==> src/hw/rtl/slpg_pkg.sv <==
`timescale 1ns / 1ps

package slpg_pkg;

  // Requested status codes.
  typedef enum logic [2:0] {
    ST_IDLE     = 3'd0,
    ST_HOLDING  = 3'd1,
    ST_PAIRING  = 3'd2,
    ST_LINKED   = 3'd3,
    ST_JOINING  = 3'd4,
    ST_ONLINE   = 3'd5,
    ST_FAILED   = 3'd6,
    ST_IDLE_ALT = 3'd7
  } status_e;

  // Configuration register indexes.
  typedef enum logic [0:0] {
    CFG_DIM    = 1'b0,
    CFG_BRIGHT = 1'b1
  } cfg_idx_e;

  // Controller states.
  typedef enum logic [1:0] {
    CS_IDLE,
    CS_SETUP,
    CS_DIV,
    CS_FINISH
  } ctrl_state_e;

  typedef struct packed {
    logic [2:0] status;
    logic [7:0] hold_percent;
    logic [2:0] pulse_requests;
  } slpg_in_t;

  typedef struct packed {
    logic [7:0] red;
    logic [7:0] green;
    logic [7:0] blue;
  } slpg_out_t;

  // Commands from the controller to the datapath.
  typedef struct packed {
    logic load;
    logic setup;
    logic step;
    logic finish;
  } dp_cmd_t;

  // Status from the datapath to the controller.
  typedef struct packed {
    logic div_last;
  } dp_sts_t;

  localparam int TICK_LEN_MS_DEF  = 20;
  localparam int PULSE_LIMIT_DEF  = 3;
  localparam int PULSE_LEN_MS_DEF = 60;

  localparam logic [7:0] DIM_RESET    = 8'd20;
  localparam logic [7:0] BRIGHT_RESET = 8'd60;

  localparam int PHASE_W = 32;
  localparam int DIVS_W  = 11;
  localparam int CNT_W   = 5;

  localparam logic [6:0]        PCT_MAX     = 7'd100;
  localparam logic [DIVS_W-1:0] HOLD_BASE   = 11'd320;
  // Multiply by this and drop 16 bits to divide a value of at most 1200 by five.
  localparam logic [14:0]       DIV5_RECIP  = 15'd13108;
  localparam logic [DIVS_W-1:0] PAIR_PERIOD = 11'd1000;
  localparam logic [DIVS_W-1:0] PAIR_ON     = 11'd500;
  localparam logic [DIVS_W-1:0] JOIN_PERIOD = 11'd400;
  localparam logic [DIVS_W-1:0] JOIN_ON     = 11'd200;
  localparam logic [DIVS_W-1:0] FAIL_PERIOD = 11'd2000;
  localparam logic [DIVS_W-1:0] FAIL_ON     = 11'd1600;
  localparam logic [PHASE_W-1:0] LINK_T1    = 32'd120;
  localparam logic [PHASE_W-1:0] LINK_T2    = 32'd240;
  localparam logic [PHASE_W-1:0] LINK_T3    = 32'd360;

endpackage

==> src/hw/rtl/slpg_ctrl.sv <==
`timescale 1ns / 1ps

module slpg_ctrl (
  input  logic              clk_i,
  input  logic              rst_ni,
  input  logic              in_valid_i,
  output logic              in_stall_o,
  output logic              out_valid_o,
  input  logic              out_stall_i,
  input  slpg_pkg::dp_sts_t sts_i,
  output slpg_pkg::dp_cmd_t cmd_o
);
  import slpg_pkg::*;

  ctrl_state_e state_q, state_d;
  logic        out_valid_q, out_valid_d;
  logic        can_finish;

  assign can_finish = !out_valid_q || !out_stall_i;

  always_comb begin
    state_d = state_q;
    unique case (state_q)
      CS_IDLE:   if (in_valid_i) state_d = CS_SETUP;
      CS_SETUP:  state_d = CS_DIV;
      CS_DIV:    if (sts_i.div_last) state_d = CS_FINISH;
      CS_FINISH: if (can_finish) state_d = CS_IDLE;
      default:   state_d = CS_IDLE;
    endcase
  end

  always_comb begin
    cmd_o        = '0;
    in_stall_o   = (state_q != CS_IDLE);
    cmd_o.load   = (state_q == CS_IDLE) && in_valid_i;
    cmd_o.setup  = (state_q == CS_SETUP);
    cmd_o.step   = (state_q == CS_DIV);
    cmd_o.finish = (state_q == CS_FINISH) && can_finish;
  end

  always_comb begin
    out_valid_d = out_valid_q;
    if (out_valid_q && !out_stall_i) out_valid_d = 1'b0;
    if (cmd_o.finish) out_valid_d = 1'b1;
  end

  always_ff @(posedge clk_i or negedge rst_ni) begin
    if (!rst_ni) begin
      state_q     <= CS_IDLE;
      out_valid_q <= 1'b0;
    end else begin
      state_q     <= state_d;
      out_valid_q <= out_valid_d;
    end
  end

  assign out_valid_o = out_valid_q;

endmodule

==> src/hw/rtl/slpg_dp.sv <==
`timescale 1ns / 1ps

module slpg_dp #(
  parameter int TICK_LEN_MS  = slpg_pkg::TICK_LEN_MS_DEF,
  parameter int PULSE_LIMIT  = slpg_pkg::PULSE_LIMIT_DEF,
  parameter int PULSE_LEN_MS = slpg_pkg::PULSE_LEN_MS_DEF
) (
  input  logic                clk_i,
  input  logic                rst_ni,
  input  slpg_pkg::dp_cmd_t   cmd_i,
  output slpg_pkg::dp_sts_t   sts_o,
  input  slpg_pkg::slpg_in_t  in_data_i,
  output slpg_pkg::slpg_out_t out_data_o,
  input  logic                cfg_we_i,
  input  slpg_pkg::cfg_idx_e  cfg_index_i,
  input  logic [7:0]          cfg_data_i
);
  import slpg_pkg::*;

  localparam int PulseTicksRaw = PULSE_LEN_MS / TICK_LEN_MS;
  localparam logic [1:0] PulseTicks = (PulseTicksRaw > 3) ? 2'd3 : 2'(PulseTicksRaw);
  localparam logic [3:0] PulseLim   = 4'(PULSE_LIMIT);
  localparam logic [PHASE_W-1:0] TickLen = PHASE_W'(TICK_LEN_MS);

  // Configuration and architectural state.
  logic [7:0]         dim_q, bright_q;
  logic [2:0]         shown_q, shown_d;
  logic [PHASE_W-1:0] phase_q, phase_d;
  logic [1:0]         ptl_q, ptl_d;
  logic [1:0]         pend_q, pend_d;

  // Per-beat work registers.
  status_e            st_w_q;
  logic [6:0]         pct_q;
  logic [PHASE_W-1:0] ph_q;
  logic [PHASE_W-1:0] dvd_q;
  logic               pulse_q, pulse_d;
  logic [DIVS_W-1:0]  divs_q, divs_d;
  logic [DIVS_W-1:0]  rem_q, rem_d;
  logic [CNT_W-1:0]   cnt_q;
  slpg_out_t          out_q, out_d;

  logic [3:0]         pend_sum;
  logic [1:0]         pend_sat;
  logic [PHASE_W-1:0] ph_use;
  logic [10:0]        pct12;
  logic [25:0]        prod;
  logic [DIVS_W:0]    trial;

  always_ff @(posedge clk_i or negedge rst_ni) begin
    if (!rst_ni) begin
      dim_q    <= DIM_RESET;
      bright_q <= BRIGHT_RESET;
    end else if (cfg_we_i) begin
      unique case (cfg_index_i)
        CFG_DIM:    dim_q    <= cfg_data_i;
        CFG_BRIGHT: bright_q <= cfg_data_i;
        default:    ;
      endcase
    end
  end

  // Tick bookkeeping: pulse backlog, status change and phase advance.
  always_comb begin
    pend_sum = {2'b00, pend_q} + {1'b0, in_data_i.pulse_requests};
    pend_sat = (pend_sum > PulseLim) ? PulseLim[1:0] : pend_sum[1:0];
    shown_d  = in_data_i.status;
    ph_use   = (in_data_i.status != shown_q) ? '0 : phase_q;
    phase_d  = ph_use + TickLen;
    pend_d   = pend_sat;
    ptl_d    = ptl_q;
    pulse_d  = 1'b1;
    if (ptl_q != 2'd0) begin
      ptl_d = ptl_q - 2'd1;
    end else if (pend_sat != 2'd0) begin
      pend_d = pend_sat - 2'd1;
      ptl_d  = PulseTicks;
    end else begin
      pulse_d = 1'b0;
    end
  end

  always_ff @(posedge clk_i or negedge rst_ni) begin
    if (!rst_ni) begin
      shown_q <= 3'd0;
      phase_q <= '0;
      ptl_q   <= 2'd0;
      pend_q  <= 2'd0;
    end else if (cmd_i.load) begin
      shown_q <= shown_d;
      phase_q <= phase_d;
      ptl_q   <= ptl_d;
      pend_q  <= pend_d;
    end
  end

  // The hold period is 320 - floor(p * 12 / 5); the divide by five is a reciprocal.
  assign pct12 = {1'b0, pct_q, 3'b000} + {2'b00, pct_q, 2'b00};
  assign prod  = 26'(pct12 * DIV5_RECIP);

  always_comb begin
    unique case (st_w_q)
      ST_HOLDING: divs_d = HOLD_BASE - {3'b000, prod[23:16]};
      ST_JOINING: divs_d = JOIN_PERIOD;
      ST_FAILED:  divs_d = FAIL_PERIOD;
      default:    divs_d = PAIR_PERIOD;
    endcase
  end

  // Restoring remainder, one dividend bit per step.
  assign trial = {rem_q, dvd_q[PHASE_W-1]};
  assign rem_d = (trial >= {1'b0, divs_q}) ? DIVS_W'(trial - {1'b0, divs_q})
                                           : trial[DIVS_W-1:0];
  assign sts_o.div_last = (cnt_q == '1);

  always_ff @(posedge clk_i or negedge rst_ni) begin
    if (!rst_ni) begin
      cnt_q <= '0;
    end else if (cmd_i.setup) begin
      cnt_q <= '0;
    end else if (cmd_i.step) begin
      cnt_q <= cnt_q + CNT_W'(1);
    end
  end

  always_ff @(posedge clk_i) begin
    if (cmd_i.load) begin
      st_w_q  <= status_e'(in_data_i.status);
      pct_q   <= (in_data_i.hold_percent > {1'b0, PCT_MAX}) ? PCT_MAX
                                                           : in_data_i.hold_percent[6:0];
      ph_q    <= ph_use;
      dvd_q   <= ph_use;
      pulse_q <= pulse_d;
    end
    if (cmd_i.setup) begin
      divs_q <= divs_d;
      rem_q  <= '0;
    end
    if (cmd_i.step) begin
      rem_q <= rem_d;
      dvd_q <= {dvd_q[PHASE_W-2:0], 1'b0};
    end
    if (cmd_i.finish) begin
      out_q <= out_d;
    end
  end

  // Colour selection from the remainder and the phase.
  always_comb begin
    out_d = '0;
    if (pulse_q) begin
      out_d.blue = bright_q;
    end else begin
      unique case (st_w_q)
        ST_HOLDING: begin
          if (pct_q == PCT_MAX || rem_q < (divs_q >> 1)) out_d.blue = bright_q;
        end
        ST_PAIRING: begin
          if (rem_q < PAIR_ON) out_d.blue = bright_q;
        end
        ST_LINKED: begin
          if (ph_q < LINK_T1) out_d.blue = bright_q;
          else if (ph_q < LINK_T2) out_d.blue = 8'd0;
          else if (ph_q < LINK_T3) out_d.blue = bright_q;
          else out_d.blue = dim_q;
        end
        ST_JOINING: begin
          if (rem_q < JOIN_ON) begin
            out_d.red   = bright_q;
            out_d.green = dim_q;
          end
        end
        ST_ONLINE: out_d.green = dim_q;
        ST_FAILED: begin
          if (rem_q < FAIL_ON) out_d.red = bright_q;
        end
        default: out_d = '0;
      endcase
    end
  end

  assign out_data_o = out_q;

endmodule

==> src/hw/rtl/status_led_pattern_generator.sv <==
`timescale 1ns / 1ps

// Status LED pattern generator. Each input beat is one display tick carrying
// the requested status, the hold progress and a count of new pulse requests;
// each produces exactly one output beat with the red, green and blue levels to
// show for that tick. The pulse backlog and phase are updated at the edge that
// accepts the beat. The result then passes through a setup step that forms the
// blink period (a single multiplier), the restoring remainder unit that reduces
// the 32-bit phase modulo the period one bit per cycle, and a final step that
// loads the output register once any earlier result is no longer stalled. The
// next beat is accepted as soon as the previous one has reached the output
// register, even while that result is still stalled downstream; no new beat is
// taken while one is in flight. The user must write the dim and bright levels
// through the plain write port only while no beat is in flight; the block
// itself does not enforce it.
module status_led_pattern_generator #(
  parameter int TICK_LEN_MS  = slpg_pkg::TICK_LEN_MS_DEF,
  parameter int PULSE_LIMIT  = slpg_pkg::PULSE_LIMIT_DEF,
  parameter int PULSE_LEN_MS = slpg_pkg::PULSE_LEN_MS_DEF
) (
  input  logic                clk_i,
  input  logic                rst_ni,
  input  logic                in_valid_i,
  output logic                in_stall_o,
  input  slpg_pkg::slpg_in_t  in_data_i,
  output logic                out_valid_o,
  input  logic                out_stall_i,
  output slpg_pkg::slpg_out_t out_data_o,
  input  logic                cfg_we_i,
  input  slpg_pkg::cfg_idx_e  cfg_index_i,
  input  logic [7:0]          cfg_data_i
);
  import slpg_pkg::*;

  dp_cmd_t cmd;
  dp_sts_t sts;

  // The controller sequences accept, setup, remainder steps and output load.
  slpg_ctrl u_ctrl (
    .clk_i       (clk_i),
    .rst_ni      (rst_ni),
    .in_valid_i  (in_valid_i),
    .in_stall_o  (in_stall_o),
    .out_valid_o (out_valid_o),
    .out_stall_i (out_stall_i),
    .sts_i       (sts),
    .cmd_o       (cmd)
  );

  // The datapath holds all tick state, the remainder unit and the output register.
  slpg_dp #(
    .TICK_LEN_MS  (TICK_LEN_MS),
    .PULSE_LIMIT  (PULSE_LIMIT),
    .PULSE_LEN_MS (PULSE_LEN_MS)
  ) u_dp (
    .clk_i       (clk_i),
    .rst_ni      (rst_ni),
    .cmd_i       (cmd),
    .sts_o       (sts),
    .in_data_i   (in_data_i),
    .out_data_o  (out_data_o),
    .cfg_we_i    (cfg_we_i),
    .cfg_index_i (cfg_index_i),
    .cfg_data_i  (cfg_data_i)
  );

endmodule

==> config.mk <==
export PLATFORM = sky130hd
export DESIGN_NAME = status_led_pattern_generator
export DESIGN_NICKNAME = d
export VERILOG_FILES = /design/src/hw/rtl/slpg_pkg.sv /design/src/hw/rtl/slpg_ctrl.sv /design/src/hw/rtl/slpg_dp.sv /design/src/hw/rtl/status_led_pattern_generator.sv
export SDC_FILE = /design/constraint.sdc
export NUM_CORES = 1
export LEC_CHECK = 0
export ABC_CLOCK_PERIOD_IN_PS = 7460
export BUFFER_PORTS_ARGS = -buffer_cell sky130_fd_sc_hd__buf_2
export CAP_MARGIN = 0
export CORE_ASPECT_RATIO = 0.75
export CORE_MARGIN = 1.5
export CORE_UTILIZATION = 60
export DETAILED_ROUTE_END_ITERATION = 6
export GPL_ROUTABILITY_DRIVEN = 0
export PLACE_DENSITY_LB_ADDON = 0.1
export SETUP_SLACK_MARGIN = 0.15
export SYNTH_ARGS = -nofsm -noshare
export SYNTH_HDL_FRONTEND = slang
export SYNTH_SLANG_ARGS = --single-unit
==> constraint.sdc <==
create_clock -name clk_i -period 7.46 [get_ports clk_i]
set_input_delay 0.373 -clock clk_i [delete_from_list [all_inputs] [get_ports clk_i]]
set_output_delay 0.373 -clock clk_i [all_outputs]
set_load 0.03 [all_outputs]
==> metrics.yaml <==
grt_start_max_net_pins: 64
hold_class: "in2async"
tightest_slew_ps: 1200
final_cell_mix: "edfxtp_1 (117), ha_1 (90), nand2_1 (84), inv_1 (83), dfrtp_1 (57)"
grt_util_all_layers: 0.235
drt_iter0_markers: 470
totalNegativeSetupSlack_ps: 0
ys_warn_count: 0
stdcell_area_um2: 11700
cts_tree: "done"
min_period_over_period: 0.911
synth_flop_cell: "edfxtp_1"
layout_commonest_cell: "edfxtp_1"
antenna_cells: 0
area_growth_pct: 10.4
fmax_mhz: 147
cts_inserted_buffers: 17
row_count: 41
drive_gt1_frac: 0.133
remaining_drc_errors: 0
slew_headroom: 0.194
grt_setup_unrepaired: "no"
die-area_um2: 18500
avgSynthCellArea_um2: 11.1
antenna_left: 0
run_status: "finished, final reports clean"
n_fill_cell: 1320
first_global_vias: 6812
avgViaCountPerCell: 5.72
hold_viol: 0
synth-seq-cells: 181
postCtsSetupBuffers: 0
grt-ovfl-total: 0
synth-edff-count: 117
firstDrtPassIters: 7
io_buffers: 53
wl_per_cell_um: 16.4
ctsResizeCount: 0
dp_hpwl_um: 14600
max_cap_viol_count: 0
startpoint_type: "flip-flop"
worstSetupPathType: "reg2reg"
yosysSeqAreaShare: 0.482
fin_util: 0.686
synthArstFlopShare: 0.348
cts-root-buf: "clkbuf_16"
postCtsHoldBufs: 0
routed_wl_um: 20600
num_vias: 7193
end_kind: "flip-flop"
synthCells: 955
setup_viol: 0
die_y_um: 118
fin_nets: 1149
netlist_area_um2: 10600
skew_ps: 12.2
cts_buffer_depth: 2
ios: 54
place_area_um2: 11100
core-area_um2: 17100
cp.arrival_ps: 6980
synth_cell_type_count: 67
path_clk_slew_ps: 70
clk_latency_ps: 430
crit_fanout: 7
cp.required_ps: 7650
htreeDepth: 4
worstReg2RegStart: "u_dp.pct_q[0]$_SDFFCE_PN0P_"
die_x_um: 157
post-route-min-period_ps: 6790
startpoint: "u_dp.pct_q[0]$_SDFFCE_PN0P_"
grt_pass1_wl_um: 34100
grt_antenna_before_repair: 0
slew_violations: 0
postSynthNetCount: 1096
numClockSinks: 181
start_util: 0.621
cell type report:
cell class,instances,area [um^2],area share
timing repair buffer,60,318,0.0271
inverter,84,315,0.0269
multi-input combinational,664,5080,0.434
clock buffer,17,425,0.0363
sequential,181,5120,0.437
clock inverter,15,159,0.0136
tap,236,295,0.0252
metrics by stage:
step / hold WS (ps) / instances / worst slack, ps
3_5_place_dp: 451 / 1225 / 699
6_report: 143 / 1257 / 665
2_1_floorplan: 77.4 / 955 / 1150
4_1_cts: 155 / 1257 / 659
3_3_place_gp: 444 / 1225 / 877
5_1_grt: 161 / 1257 / 161
worst max-delay path, cell delays in order, from the launching register on:
cell      delay, ps
edfxtp_1        520
ha_1            290
fa_1            390
nor2b_1         160
o31ai_1         290
a21oi_1         130
and4b_1         380
xnor2_1         210
fa_1            500
fa_1            580
fa_1            420
ha_1            310
ha_1            220
a211oi_1        310
o211ai_1        230
a21o_1          260
a21oi_1         180
xor2_1          170
ha_1            220
nand3b_1         90
mux2i_1         240
nand2_1         130
xnor2_1         130
a21o_1          190
worst paths after layout:
kind                                               end  slack [ps]  cells after the start
max                           u_dp.divs_q[6]$_DFFE_PP_         670                     23
min                          u_dp.dim_q[3]$_DFFE_PN0P_         140                      2
max reg2reg                   u_dp.divs_q[6]$_DFFE_PP_         670                     23
min reg2reg                 u_dp.dvd_q[0]$_SDFFE_PP0P_         470                      2
max in group asynchronous  u_dp.phase_q[5]$_DFFE_PN0P_        6740                      2
min in group clk_i            u_dp.st_w_q[0]$_DFFE_PP_         170                      1
state kept, by name, indices dropped and copies added, names as in the netlist:
| signal | flops |
|---|---|
| u_dp.pend_q | 2 |
| u_dp.pct_q | 7 |
| u_dp.divs_q | 11 |
| u_dp.pulse_q | 1 |
| u_dp.rem_q | 11 |
| u_dp.dim_q | 8 |
| u_dp.shown_q | 3 |
| u_dp.bright_q | 8 |
| u_ctrl.state_q | 2 |
| u_dp.phase_q | 32 |
| u_ctrl.out_valid_o | 1 |
| u_dp.ph_q | 29 |
| u_dp.dvd_q | 32 |
| u_dp.cnt_q | 5 |
| u_dp.st_w_q | 3 |
| u_dp.out_data_o | 24 |
| u_dp.ptl_q | 2 |
cell families after synthesis:
family,count (synthesis),synth area share
buf+inv,110,0.0389
fa+ha+maj,113,0.150
flops,181,0.482
xor+xnor,41,0.0352
mux,28,0.0287
simple gates,299,0.149
compound gates,183,0.116
cells in the mapped netlist (all sizes together) (4+ instances only):
cell type	n	area (um^2)
o22ai	5	31.3
edfxtp	117	3510
a31oi	7	43.8
nand3	18	90.1
xor2	15	131
fa	23	460
a22o	31	272
nor4	7	43.8
nand4	14	93.8
a22oi	8	60.1
or4	5	41.3
mux2i	9	90.1
nor2	44	173
a2111oi	4	36.3
dfrtp	57	1430
o211ai	4	30.0
nand2b	17	106
and2	53	333
inv	84	315
a211oi	5	37.5
and3	13	91.3
xnor2	25	219
nand2	84	315
nand3b	4	30.0
mux2	19	214
or2	6	37.5
a21o	13	97.6
o21ai	48	244
clkbuf	24	90.1
a21oi	33	165
nor2b	10	62.6
nor3	11	55.1
dfstp	6	158
ha	90	1130
routing by layer:
metal  global-route usage  routed length [um]
met1                0.356               10500
met2                0.351                8900
met3               0.0400                1040
met4               0.0583                 195
met5                    0                   0
Power is left out: the tool's default activity adds up to more than one toggle a clock period on the data nets, which glitch-free logic cannot reach.
